$ cat src/hw/rtl/jsmc_pkg.sv
// ----------------------------------------------------------------------------
// jsmc_pkg
// Types, codes and constants of the three-joint servo mode controller.
// ----------------------------------------------------------------------------
package jsmc_pkg;

    localparam int NJ           = 3;   // local joints handled by this block
    localparam int LOCAL_JOINTS = 3;   // joints per node in the global numbering
    localparam int LIDX_W       = 3;   // holds any local index for 1..8 joints per node
    localparam int POT_W        = 10;
    localparam int GAIN_W       = 16;
    localparam int DRIVE_W      = 8;
    localparam int CFG_IDX_W    = 2;
    localparam int CFG_DATA_W   = 16;

    localparam logic [POT_W-1:0] NAT_LOW    = 10'd10;
    localparam logic [POT_W-1:0] NAT_HIGH   = 10'd1014;
    localparam logic [POT_W:0]   OOR_MARGIN = 11'd4;

    localparam logic [DRIVE_W-1:0] ZERO_DRIVE = 8'd128;
    localparam logic [DRIVE_W-1:0] MIN_DRIVE  = 8'd27;
    localparam logic [DRIVE_W-1:0] MAX_DRIVE  = 8'd229;

    typedef enum logic [1:0] {
        MODE_WAIT     = 2'd0,
        MODE_CAL      = 2'd1,
        MODE_HOLD_ONE = 2'd2,
        MODE_HOLD_ALL = 2'd3
    } t_mode;

    typedef enum logic [3:0] {
        CMD_ID        = 4'd0,
        CMD_START_CAL = 4'd1,
        CMD_STOP_CAL  = 4'd2,
        CMD_GET_CAL   = 4'd3,
        CMD_SEND_TRAJ = 4'd4,
        CMD_HOLD_ONE  = 4'd5,
        CMD_HOLD_ALL  = 4'd6,
        CMD_TRAJ_A    = 4'd7,
        CMD_TRAJ_B    = 4'd8,
        CMD_STOP      = 4'd9,
        CMD_WAIT      = 4'd10
    } t_cmd;

    typedef enum logic [1:0] {
        STS_OK          = 2'd0,
        STS_BAD_CMD     = 2'd1,
        STS_JOINT_RANGE = 2'd2,
        STS_POT_RANGE   = 2'd3
    } t_status;

    typedef enum logic [CFG_IDX_W-1:0] {
        CFG_GAIN_A    = 2'd0,
        CFG_GAIN_B    = 2'd1,
        CFG_GAIN_C    = 2'd2,
        CFG_DIRECTION = 2'd3
    } t_cfg_reg;

    typedef enum logic {
        REQ_COMMAND = 1'b0,
        REQ_TICK    = 1'b1
    } t_req_type;

    typedef struct packed {
        logic             req_type;
        logic [3:0]       command_code;
        logic [3:0]       joint_number;
        logic [POT_W-1:0] pot_a;
        logic [POT_W-1:0] pot_b;
        logic [POT_W-1:0] pot_c;
    } t_request;

    typedef struct packed {
        logic [1:0]         status;
        logic [NJ-1:0]      enable_bits;
        logic [NJ-1:0]      drive_valid_bits;
        logic [DRIVE_W-1:0] drive_a;
        logic [DRIVE_W-1:0] drive_b;
        logic [DRIVE_W-1:0] drive_c;
        logic               report_valid;
        logic [POT_W-1:0]   report_min;
        logic [POT_W-1:0]   report_max;
    } t_result;

    // global joint number -> local index, (n-1) mod LOCAL_JOINTS; zero wraps to the top
    function automatic logic [LIDX_W-1:0] local_index(input logic [3:0] num);
        logic [LIDX_W-1:0] r;
        r = '0;
        for (int k = 0; k < 16; k++) begin
            if (num == 4'(k)) begin
                r = LIDX_W'((k + LOCAL_JOINTS - 1) % LOCAL_JOINTS);
            end
        end
        return r;
    endfunction

endpackage

$ cat src/hw/rtl/joint_servo_mode_controller.sv
// ----------------------------------------------------------------------------
// joint_servo_mode_controller
// Mode controller for three servo joints: calibration, hold and P drive.
// ----------------------------------------------------------------------------
// Takes one item per clock cycle when the result side does not stall; an item
// goes from the input register through the single-pass decode / limit check /
// P drive into the result register. Mode, limits, hold targets and calibration
// range are updated in the cycle the item moves into the result register, so
// the next item sees them at once.
// Configuration writes are always taken (ready is tied high).
module joint_servo_mode_controller (
    input  logic                              i_clk,
    input  logic                              i_rst_n,
    input  logic                              i_in_valid,
    input  jsmc_pkg::t_request                i_in_data,
    output logic                              o_in_stall,
    output logic                              o_out_valid,
    output jsmc_pkg::t_result                 o_out_data,
    input  logic                              i_out_stall,
    input  logic                              i_cfg_valid,
    output logic                              o_cfg_ready,
    input  logic [jsmc_pkg::CFG_IDX_W-1:0]    i_cfg_index,
    input  logic [jsmc_pkg::CFG_DATA_W-1:0]   i_cfg_data
);
    import jsmc_pkg::*;

    // pipeline control
    logic     r_in_valid;
    t_request r_in;
    logic     r_out_valid;
    t_result  r_out;
    logic     out_take;
    logic     fire;
    logic     in_acc;

    // configuration
    logic [GAIN_W-1:0] r_gain [NJ];
    logic [NJ-1:0]     r_dir;

    // block state
    t_mode            r_mode, n_mode;
    logic [1:0]       r_sel, n_sel;
    logic [POT_W-1:0] r_target [NJ];
    logic [POT_W-1:0] n_target [NJ];
    logic [POT_W-1:0] r_lim_lo [NJ];
    logic [POT_W-1:0] n_lim_lo [NJ];
    logic [POT_W-1:0] r_lim_hi [NJ];
    logic [POT_W-1:0] n_lim_hi [NJ];
    logic [POT_W-1:0] r_cal_min, n_cal_min;
    logic [POT_W-1:0] r_cal_max, n_cal_max;
    logic [NJ-1:0]    r_enables, n_enables;

    // decode
    logic [POT_W-1:0]  pot [NJ];
    t_cmd              cmd;
    logic [LIDX_W-1:0] lidx;
    logic              lidx_ok;
    logic [1:0]        lsel;
    logic              cmd_rej;
    logic              hold_active;
    logic [NJ-1:0]     hold_mask;
    logic [NJ-1:0]     oor;
    logic              hold_bad;
    logic [POT_W-1:0]  cal_pot;
    logic              nat_bad;

    // drive datapath
    logic signed [POT_W:0]     err  [NJ];
    logic [POT_W-1:0]          mag  [NJ];
    logic [POT_W+GAIN_W-1:0]   prod [NJ];
    logic [POT_W+GAIN_W-9:0]   pmag [NJ];
    logic                      neg  [NJ];
    logic [DRIVE_W-1:0]        drive [NJ];

    t_result res;

    assign out_take    = !r_out_valid || !i_out_stall;
    assign fire        = r_in_valid && out_take;
    assign o_in_stall  = r_in_valid && !out_take;
    assign in_acc      = i_in_valid && !o_in_stall;
    assign o_out_valid = r_out_valid;
    assign o_out_data  = r_out;
    assign o_cfg_ready = 1'b1;

    assign pot[0] = r_in.pot_a;
    assign pot[1] = r_in.pot_b;
    assign pot[2] = r_in.pot_c;

    assign cmd     = t_cmd'(r_in.command_code);
    assign lidx    = local_index(r_in.joint_number);
    assign lidx_ok = lidx < LIDX_W'(NJ);
    assign lsel    = lidx[1:0];

    assign hold_active = (r_mode == MODE_HOLD_ONE) || (r_mode == MODE_HOLD_ALL);
    assign hold_mask   = (r_mode == MODE_HOLD_ONE) ? (NJ'(1) << r_sel) : '1;
    assign hold_bad    = |(oor & hold_mask);

    assign cal_pot = pot[r_sel];
    assign nat_bad = (cal_pot < NAT_LOW) || (cal_pot > NAT_HIGH);

    // command acceptance by mode
    always_comb begin
        unique case (cmd)
            CMD_ID:                      cmd_rej = (r_mode != MODE_WAIT);
            CMD_START_CAL, CMD_HOLD_ONE: cmd_rej = (r_mode != MODE_WAIT) || !lidx_ok;
            CMD_STOP_CAL:                cmd_rej = (r_mode != MODE_CAL);
            CMD_HOLD_ALL:                cmd_rej = (r_mode != MODE_WAIT);
            default:                     cmd_rej = 1'b0;
        endcase
    end

    // limit check and P drive per joint
    always_comb begin
        for (int j = 0; j < NJ; j++) begin
            oor[j] = ({1'b0, pot[j]} < ({1'b0, r_lim_lo[j]} + OOR_MARGIN))
                  || (({1'b0, pot[j]} + OOR_MARGIN) > {1'b0, r_lim_hi[j]});
            err[j]  = $signed({1'b0, r_target[j]}) - $signed({1'b0, pot[j]});
            mag[j]  = err[j][POT_W] ? POT_W'(-err[j]) : err[j][POT_W-1:0];
            prod[j] = (POT_W+GAIN_W)'(mag[j]) * (POT_W+GAIN_W)'(r_gain[j]);
            pmag[j] = prod[j][POT_W+GAIN_W-1:8];
            neg[j]  = err[j][POT_W] ^ !r_dir[j];
            if (neg[j]) begin
                if (pmag[j] > (POT_W+GAIN_W-8)'(ZERO_DRIVE - MIN_DRIVE)) begin
                    drive[j] = MIN_DRIVE;
                end else begin
                    drive[j] = ZERO_DRIVE - pmag[j][DRIVE_W-1:0];
                end
            end else begin
                if (pmag[j] > (POT_W+GAIN_W-8)'(MAX_DRIVE - ZERO_DRIVE)) begin
                    drive[j] = MAX_DRIVE;
                end else begin
                    drive[j] = ZERO_DRIVE + pmag[j][DRIVE_W-1:0];
                end
            end
        end
    end

    // next state
    always_comb begin
        n_mode    = r_mode;
        n_sel     = r_sel;
        n_target  = r_target;
        n_lim_lo  = r_lim_lo;
        n_lim_hi  = r_lim_hi;
        n_cal_min = r_cal_min;
        n_cal_max = r_cal_max;
        n_enables = r_enables;
        if (fire) begin
            if (r_in.req_type == REQ_COMMAND) begin
                if (!cmd_rej) begin
                    unique case (cmd)
                        CMD_START_CAL: begin
                            n_sel     = lsel;
                            n_cal_min = pot[lsel];
                            n_cal_max = pot[lsel];
                            n_mode    = MODE_CAL;
                        end
                        CMD_STOP_CAL: begin
                            n_lim_lo[r_sel] = r_cal_min;
                            n_lim_hi[r_sel] = r_cal_max;
                            n_mode          = MODE_WAIT;
                        end
                        CMD_HOLD_ONE: begin
                            n_sel           = lsel;
                            n_target[lsel]  = pot[lsel];
                            n_enables       = r_enables | (NJ'(1) << lsel);
                            n_mode          = MODE_HOLD_ONE;
                        end
                        CMD_HOLD_ALL: begin
                            n_target  = pot;
                            n_enables = '1;
                            n_mode    = MODE_HOLD_ALL;
                        end
                        CMD_STOP: begin
                            n_enables = '0;
                            n_mode    = MODE_WAIT;
                        end
                        default: begin
                        end
                    endcase
                end
            end else begin
                unique case (r_mode)
                    MODE_CAL: begin
                        if (cal_pot < r_cal_min) begin
                            n_cal_min = cal_pot;
                        end else if (cal_pot > r_cal_max) begin
                            n_cal_max = cal_pot;
                        end
                    end
                    MODE_HOLD_ONE, MODE_HOLD_ALL: begin
                        if (hold_bad) begin
                            n_enables = '0;
                            n_mode    = MODE_WAIT;
                        end
                    end
                    MODE_WAIT: begin
                    end
                endcase
            end
        end
    end

    // result fields
    always_comb begin
        logic [NJ-1:0] dvalid;
        dvalid           = '0;
        res.status       = STS_OK;
        res.report_valid = 1'b0;
        res.report_min   = '0;
        res.report_max   = '0;
        if (r_in.req_type == REQ_COMMAND) begin
            if (cmd_rej) begin
                res.status = STS_BAD_CMD;
            end else if (cmd == CMD_STOP_CAL) begin
                res.report_valid = 1'b1;
                res.report_min   = r_cal_min;
                res.report_max   = r_cal_max;
            end
        end else if (r_mode == MODE_CAL) begin
            if (nat_bad) begin
                res.status = STS_POT_RANGE;
            end
        end else if (hold_active) begin
            if (hold_bad) begin
                res.status = STS_JOINT_RANGE;
            end else begin
                dvalid = hold_mask;
            end
        end
        res.enable_bits      = n_enables;
        res.drive_valid_bits = dvalid;
        res.drive_a          = dvalid[0] ? drive[0] : ZERO_DRIVE;
        res.drive_b          = dvalid[1] ? drive[1] : ZERO_DRIVE;
        res.drive_c          = dvalid[2] ? drive[2] : ZERO_DRIVE;
    end

    // control and state registers
    always_ff @(posedge i_clk) begin
        if (!i_rst_n) begin
            r_in_valid  <= 1'b0;
            r_out_valid <= 1'b0;
            r_mode      <= MODE_WAIT;
            r_sel       <= '0;
            r_cal_min   <= '0;
            r_cal_max   <= '0;
            r_enables   <= '0;
            r_dir       <= '1;
            for (int j = 0; j < NJ; j++) begin
                r_gain[j]   <= GAIN_W'(256);
                r_target[j] <= '0;
                r_lim_lo[j] <= '0;
                r_lim_hi[j] <= '1;
            end
        end else begin
            if (in_acc) begin
                r_in_valid <= 1'b1;
            end else if (fire) begin
                r_in_valid <= 1'b0;
            end
            if (fire) begin
                r_out_valid <= 1'b1;
            end else if (!i_out_stall) begin
                r_out_valid <= 1'b0;
            end
            if (i_cfg_valid && o_cfg_ready) begin
                unique case (t_cfg_reg'(i_cfg_index))
                    CFG_GAIN_A:    r_gain[0] <= i_cfg_data;
                    CFG_GAIN_B:    r_gain[1] <= i_cfg_data;
                    CFG_GAIN_C:    r_gain[2] <= i_cfg_data;
                    CFG_DIRECTION: r_dir     <= i_cfg_data[NJ-1:0];
                endcase
            end
            r_mode    <= n_mode;
            r_sel     <= n_sel;
            r_target  <= n_target;
            r_lim_lo  <= n_lim_lo;
            r_lim_hi  <= n_lim_hi;
            r_cal_min <= n_cal_min;
            r_cal_max <= n_cal_max;
            r_enables <= n_enables;
        end
    end

    // payload registers
    always_ff @(posedge i_clk) begin
        if (in_acc) begin
            r_in <= i_in_data;
        end
        if (fire) begin
            r_out <= res;
        end
    end

    // motors only run while holding
    a_enables_idle: assert property (@(posedge i_clk) disable iff (!i_rst_n)
        (r_mode == MODE_WAIT || r_mode == MODE_CAL) |-> (r_enables == '0))
        else $error("enables set outside hold mode");

    // a new drive value never comes with an error status
    a_drive_ok: assert property (@(posedge i_clk) disable iff (!i_rst_n)
        (o_out_valid && o_out_data.drive_valid_bits != '0) |-> (o_out_data.status == STS_OK))
        else $error("drive valid with error status");

    // calibration report is ordered and carries no error
    a_report: assert property (@(posedge i_clk) disable iff (!i_rst_n)
        (o_out_valid && o_out_data.report_valid)
        |-> (o_out_data.status == STS_OK && o_out_data.report_min <= o_out_data.report_max))
        else $error("bad calibration report");

    // an idle drive_a field reads zero torque
    a_drive_idle: assert property (@(posedge i_clk) disable iff (!i_rst_n)
        (o_out_valid && !o_out_data.drive_valid_bits[0]) |-> (o_out_data.drive_a == ZERO_DRIVE))
        else $error("drive_a not at zero torque when not valid");

    // an item in the input register moves on whenever the result side is free
    a_flow: assert property (@(posedge i_clk) disable iff (!i_rst_n)
        (r_in_valid && !i_out_stall) |=> r_out_valid)
        else $error("pending item not transferred");

endmodule
$ cat config.mk
export PLATFORM = sky130hd
export DESIGN_NAME = joint_servo_mode_controller
export DESIGN_NICKNAME = d
export VERILOG_FILES = /design/src/hw/rtl/jsmc_pkg.sv /design/src/hw/rtl/joint_servo_mode_controller.sv
export SDC_FILE = /design/constraint.sdc
export NUM_CORES = 2
export LEC_CHECK = 0
export BUFFER_PORTS_ARGS = -buffer_cell sky130_fd_sc_hd__buf_2
export CORE_MARGIN = 3
export CORE_UTILIZATION = 30
export DETAILED_ROUTE_END_ITERATION = 10
export PLACE_DENSITY = 0.44
export RECOVER_POWER = 25
export SETUP_SLACK_MARGIN = 0.1
export SLEW_MARGIN = 30
export SYNTH_ARGS = -nofsm -noshare
export SYNTH_HDL_FRONTEND = slang
export SYNTH_SLANG_ARGS = --single-unit
$ cat constraint.sdc
create_clock -name i_clk -period 11.7 [get_ports i_clk]
set_input_delay 2.34 -clock i_clk [delete_from_list [all_inputs] [get_ports i_clk]]
set_output_delay 2.34 -clock i_clk [all_outputs]
set_load 0.02 [all_outputs]
=== After elaboration in Yosys (flattened, before gate mapping) ===
Memory sizes are Yosys's and may differ from the RTL's.
Index checks and enable logic that the tools add are counted.
W data, S select, Z words.

* Register bits: 214
* Bits in writable memories: 48
* Input port bits: 62
* Logic and storage cells: 259
* Memories: 1

* Add/subtract/negate cells: 18
* Multipliers: 3
* Order comparisons: 18
* Equality and inequality tests: 35
* Shift operators: 2
* Mux-type cells: 95
* Bitwise logic cells: 13
* Reductions and logical operators: 42

{| class="wikitable"
|+ Memories
! memory !! depth !! bits a word !! rd ports !! clocked after memory_dff !! wr ports !! line !! source
|-
| r_gain || 3 || 16 || 3 || 0 || 3 || joint_servo_mode_controller.sv:37 || <nowiki>logic [GAIN_W-1:0] r_gain [NJ];</nowiki>
|}

{| class="wikitable"
|+ Operators with widths
! kind !! number
|-
| $mux W10 || 18
|-
| $bwmux W30 || 3
|-
| $mul A10 B16 Y26 || 3
|-
| $mux W3 || 24
|-
| $mux W8 || 9
|-
| $add A10 B3 Y11 const B || 6
|-
| $pmux W30 S2 || 1
|-
| $gt A18 B7 Y1 const B || 3
|-
| $mux W16 || 3
|-
| $bmux W10 S2 || 2
|-
| $demux W10 S2 || 2
|-
| $eq A4 B4 Y1 const B || 9
|-
| $gt A11 B10 Y1 || 3
|-
| $lt A10 B11 Y1 || 3
|-
| $sub A10 B10 Y11 || 3
|-
| $neg A10 Y10 || 3
|-
| $add A8 B8 Y8 const A || 3
|-
| $eq A4 B3 Y1 const B || 6
|-
| $sub A8 B8 Y8 const A || 3
|-
| $mux W2 || 11
|-
| $mux W21 || 1
|-
| $mux W1 || 18
|-
| $ne A2 B1 Y1 const B || 7
|-
| $eq A4 B2 Y1 const B || 3
|-
| 34 further kinds || 79
|}

=== Longest topological paths before layout ===
* Depth after elaboration: 24
* Gate-level depth with buffers: 37
* Depth with buffers taken out: 35

=== Worst setup path before layout ===
OpenSTA, ideal clock, no wires.

* Path type: reg2reg
* From: reg r_in, in the netlist pot[0]
* To: reg r_out, in the netlist o_out_data[23] (data pin)
* Library setup time: 0.274 ns
* Arrival: 8.696 ns
* Slack: 2.731 ns
* Cell stages (with the launch flop): 31
* Path buffers: 2
* Path through: edfxtp_1 ha_1 fa_1 xor2_1 nand3_1 or3_1 or4_1 o21ai_0 xnor2_1 xnor2_1 clkbuf_1 and2_1 fa_1 fa_1 fa_1 fa_1 inv_1 fa_1 inv_1 ha_1 nor2_1 nor3_1 nand4_1 o41ai_4 mux2_2 o311ai_1 nand4_1 or4_1 buf_2 nor3b_2 o32ai_1

* Cells in the longest elaborated chain, start to end: 9
* Elaborated cells on any way between the ends: 21
* Those cells by class: add/sub (5); mul (1); order compare (3); mux (8); bitwise (2); reduce/logical (2)

{| class="wikitable"
|+ Ends and longest elaborated chain
! element !! line !! source
|-
| start, declared || joint_servo_mode_controller.sv:29 || <nowiki>t_request r_in;</nowiki>
|-
| start signal, assigned || joint_servo_mode_controller.sv:288 || <nowiki>r_in <= i_in_data;</nowiki>
|-
| branches (longest 9 deep; another with $mul A10 B16 Y26) || n/a ||
|-
| end signal, assigned || joint_servo_mode_controller.sv:291 || <nowiki>r_out <= res;</nowiki>
|-
| end, declared || joint_servo_mode_controller.sv:31 || <nowiki>t_result r_out;</nowiki>
|}

Several ways; the timed one is not identified.
A chain may end at the register's enable or synchronous reset.

=== Worst setup path after layout ===
* From: reg r_in, in the netlist pot[1]
* To: reg r_out, in the netlist o_out_data[23] (data pin)

The elaborated chain is that of the path after synthesis.

==> flow_metrics.tcl <==
set metrics [dict create \
    synth_warnings 0 \
    die_y_um 329.4 \
    wl_per_cell_um 18.51 \
    post_drt_via_cell_ratio 4.861 \
    die_area_um2 108500 \
    synth_edf_count 140 \
    required_ps 12020 \
    worstReg2RegStart "pot[1]" \
    drv_slew 128 \
    violations "capacitance limit, slew limit" \
    htreeDepth 1 \
    cp_slowest_stage_delay_ps 710 \
    fin_tns_setup_ps 0 \
    rsz0062_at_grt "false" \
    grt_pass1_wl_um 148900 \
    finalCritPeriodShare_pct 84.60 \
    crit_type "flop to flop" \
    ant_nets 0 \
    synthCells 3624 \
    ios 118 \
    cts_tree "built" \
    finalHoldViolCount 0 \
    ff2ff_setup_slack_ps 1800 \
    ctsLongestPathBuffers 3 \
    reg2reg_to "o_out_data[23]" \
    max_freq_ghz 0.1010 \
    layout-drive-gt1-share_pct 6.649 \
    drt-pass1-iter-count 5 \
    holdPathStages 2 \
    hold_end "r_lim_lo[10]" \
    setup.worst_path.start_class "flop" \
    postSynthAreaPerCell_um2 8.657 \
    syn_to_final_growth_pct 10.36 \
    num_vias 24660 \
    worst_clock_skew_ps 18.91 \
    gp_congestion 0.8400 \
    hold_class "flop to flop" \
    syn-cell-area_um2 31370 \
    grt_max_degree 63 \
    ys_seq_area_share_pct 21.18 \
    ys_async_sr_fraction_pct 0 \
    slew_headroom_pct -120.4 \
    gr-total-overflow 0 \
    die_w_um 329.4 \
    clk_pin_slew_ps 70 \
    post_cts_resized 0 \
    worst_pin_slew_ps 3306 \
    drt_iter0_markers 1258 \
    ff2ff_path_depth 35 \
    setup_viol_count_final 0 \
    post_cts_buffers 0 \
    slowest_stage "or4_1" \
    hp-start "r_lim_lo[10]" \
    ys_ff_latch 262 \
    core_um2 102800 \
    critPathCaptureType "flop" \
    hold_buffers 0 \
    dp_hpwl_um 73500 \
    cts_root_buf "clkbuf_16" \
    cts.sinks 262 \
    cts_buffers 31 \
    grt_pass1_vias 25630 \
    wirelength_um 93890 \
    start_util_pct 30.53 \
    path_max_fanout 16 \
    grt_usage_pct 17.38 \
    synthFlopType "edfxtp_1" \
    syn-num-nets 4314 \
    nets 4365 \
    crit_arrival_ps 10220 \
    drc_errors 0 \
    outcome "finished with violations" \
    grt_antenna_before_repair 7 \
    yosys.cell_types.count 85 \
    period_needed_ps 9898 \
    rows 117 \
    maxCapViolCount 4 \
    numPortBuffers 116 \
    clk_latency_ps 620 \
]
worst max-delay path: cells and delay by family (launching register included):
family / cells / cell delay [ps]
AND/OR/NAND/NOR: 8 / 2770
flip-flops: 1 / 490
buffers and inverters: 6 / 520
adder cells (fa/ha/maj): 7 / 3330
XOR/XNOR: 3 / 460
AO/OA/AOI/OAI: 11 / 2060
through the flow:
step	area, um2	utilization [%]	setup WS [ps]	hold slack [ps]	cells
final	34620	33.69	1802	453.1	5073
after global placement	33540	32.63	1876	439.3	5010
after detailed placement	33550	32.65	1862	443.4	5010
after floorplan	31370	-	2731	431.8	3624
after CTS	34620	33.69	1768	452.9	5068
after global routing	34610	33.68	1214	481.0	5068
registers in the layout (all words and copies together), names as in the netlist:
name,flops
r_lim_lo,30
r_gain,48
pot,30
r_cal_max,10
r_in,5
r_dir,3
o_out_valid,1
r_in_valid,1
r_sel,2
cmd,4
r_lim_hi,30
r_mode,2
r_enables,3
r_target,30
r_cal_min,10
o_out_data,53
synth_stat cells (all sizes together), types with 8 or more instances:
| master | n | area share, % |
|---|---|---|
| inv | 546 | 6.5 |
| nand2 | 464 | 5.6 |
| fa | 330 | 21 |
| ha | 298 | 12 |
| a21oi | 191 | 3.1 |
| nor2 | 164 | 2.0 |
| nor2b | 156 | 3.1 |
| edfxtp | 140 | 13 |
| o21ai | 132 | 2.1 |
| dfxtp | 122 | 7.8 |
| clkbuf | 120 | 1.4 |
| and2 | 112 | 2.2 |
| nand2b | 77 | 1.5 |
| xnor2 | 77 | 2.1 |
| nand3 | 75 | 1.2 |
| nor3 | 60 | 0.96 |
| mux2i | 54 | 1.7 |
| xor2 | 51 | 1.4 |
| a21o | 44 | 1.1 |
| o211ai | 41 | 0.98 |
| buf | 31 | 0.39 |
| nand4 | 31 | 0.64 |
| nor4 | 26 | 0.54 |
| o21a | 24 | 0.57 |
| a31oi | 23 | 0.46 |
| and3 | 21 | 0.42 |
| or3 | 21 | 0.42 |
| a211oi | 15 | 0.37 |
| o21bai | 11 | 0.26 |
| o31ai | 11 | 0.26 |
| o2111ai | 10 | 0.28 |
| or4 | 10 | 0.24 |
| a21boi | 9 | 0.22 |
| o31a | 9 | 0.25 |
| or2 | 9 | 0.18 |
| a2111oi | 8 | 0.22 |
| and4 | 8 | 0.22 |
kinds of logic after synthesis:
logic type | share of synthesized area (%)
buffers and inverters | 8.363
AND/OR/NAND/NOR | 19.69
other | 0.01195
flip-flops | 21.18
XOR/XNOR | 3.717
AO/OA/AOI/OAI | 12.26
multiplexers | 1.831
adder cells (fa/ha/maj) | 32.94
worst max path at each step:
stage	slack, ps	cells after the start	start	end
after global placement	1880	30	pot[12]	o_out_data[33]
after CTS	1770	35	pot[1]	o_out_data[23]
after global routing	1210	35	pot[1]	o_out_data[23]
after detailed placement	1860	30	pot[12]	o_out_data[33]
final	1800	35	pot[1]	o_out_data[23]
after floorplan	2730	30	pot[0]	o_out_data[23]
cells in the final DEF (no fill, tap or decap), drive strengths merged, types with 10 or more instances in the layout:
cell type  count
o21a          24
or3           21
dfxtp        122
nand2b        77
clkbuf        48
o2111ai       10
mux2i         54
nor4          26
nor2         164
edfxtp       140
o21bai        11
o21ai        132
a21oi        191
and3          21
clkinv        14
o211ai        41
nand3         75
a31oi         23
ha           298
or4           10
xnor2         77
a21o          44
xor2          51
fa           330
a211oi        15
nand4         31
and2         112
nor2b        156
inv          546
o31ai         11
nor3          60
buf          155
nand2        464
layer usage:
metal,up-vias,wire length [um],GRT usage (%)
li1,12100,-,-
met1,12040,46010,24.90
met2,431,42200,28.21
met3,91,3850,2.191
met4,0,1827,3.284
met5,-,0,0
layout make-up:
cell class / count / area, um2
Sequential cell: 262 / 6646
Clock buffer: 34 / 797.0
Multi-Input combinational cell: 2665 / 22180
Antenna cell: 5 / 12.51
Fill cell: 10930 / 68140
Clock inverter: 24 / 274.0
Tap cell: 1368 / 1712
Timing Repair Buffer: 169 / 950.9
Inverter: 546 / 2051
Power is left out: the tool's default activity adds up to more than one toggle a clock period on the data nets, which glitch-free logic cannot reach.
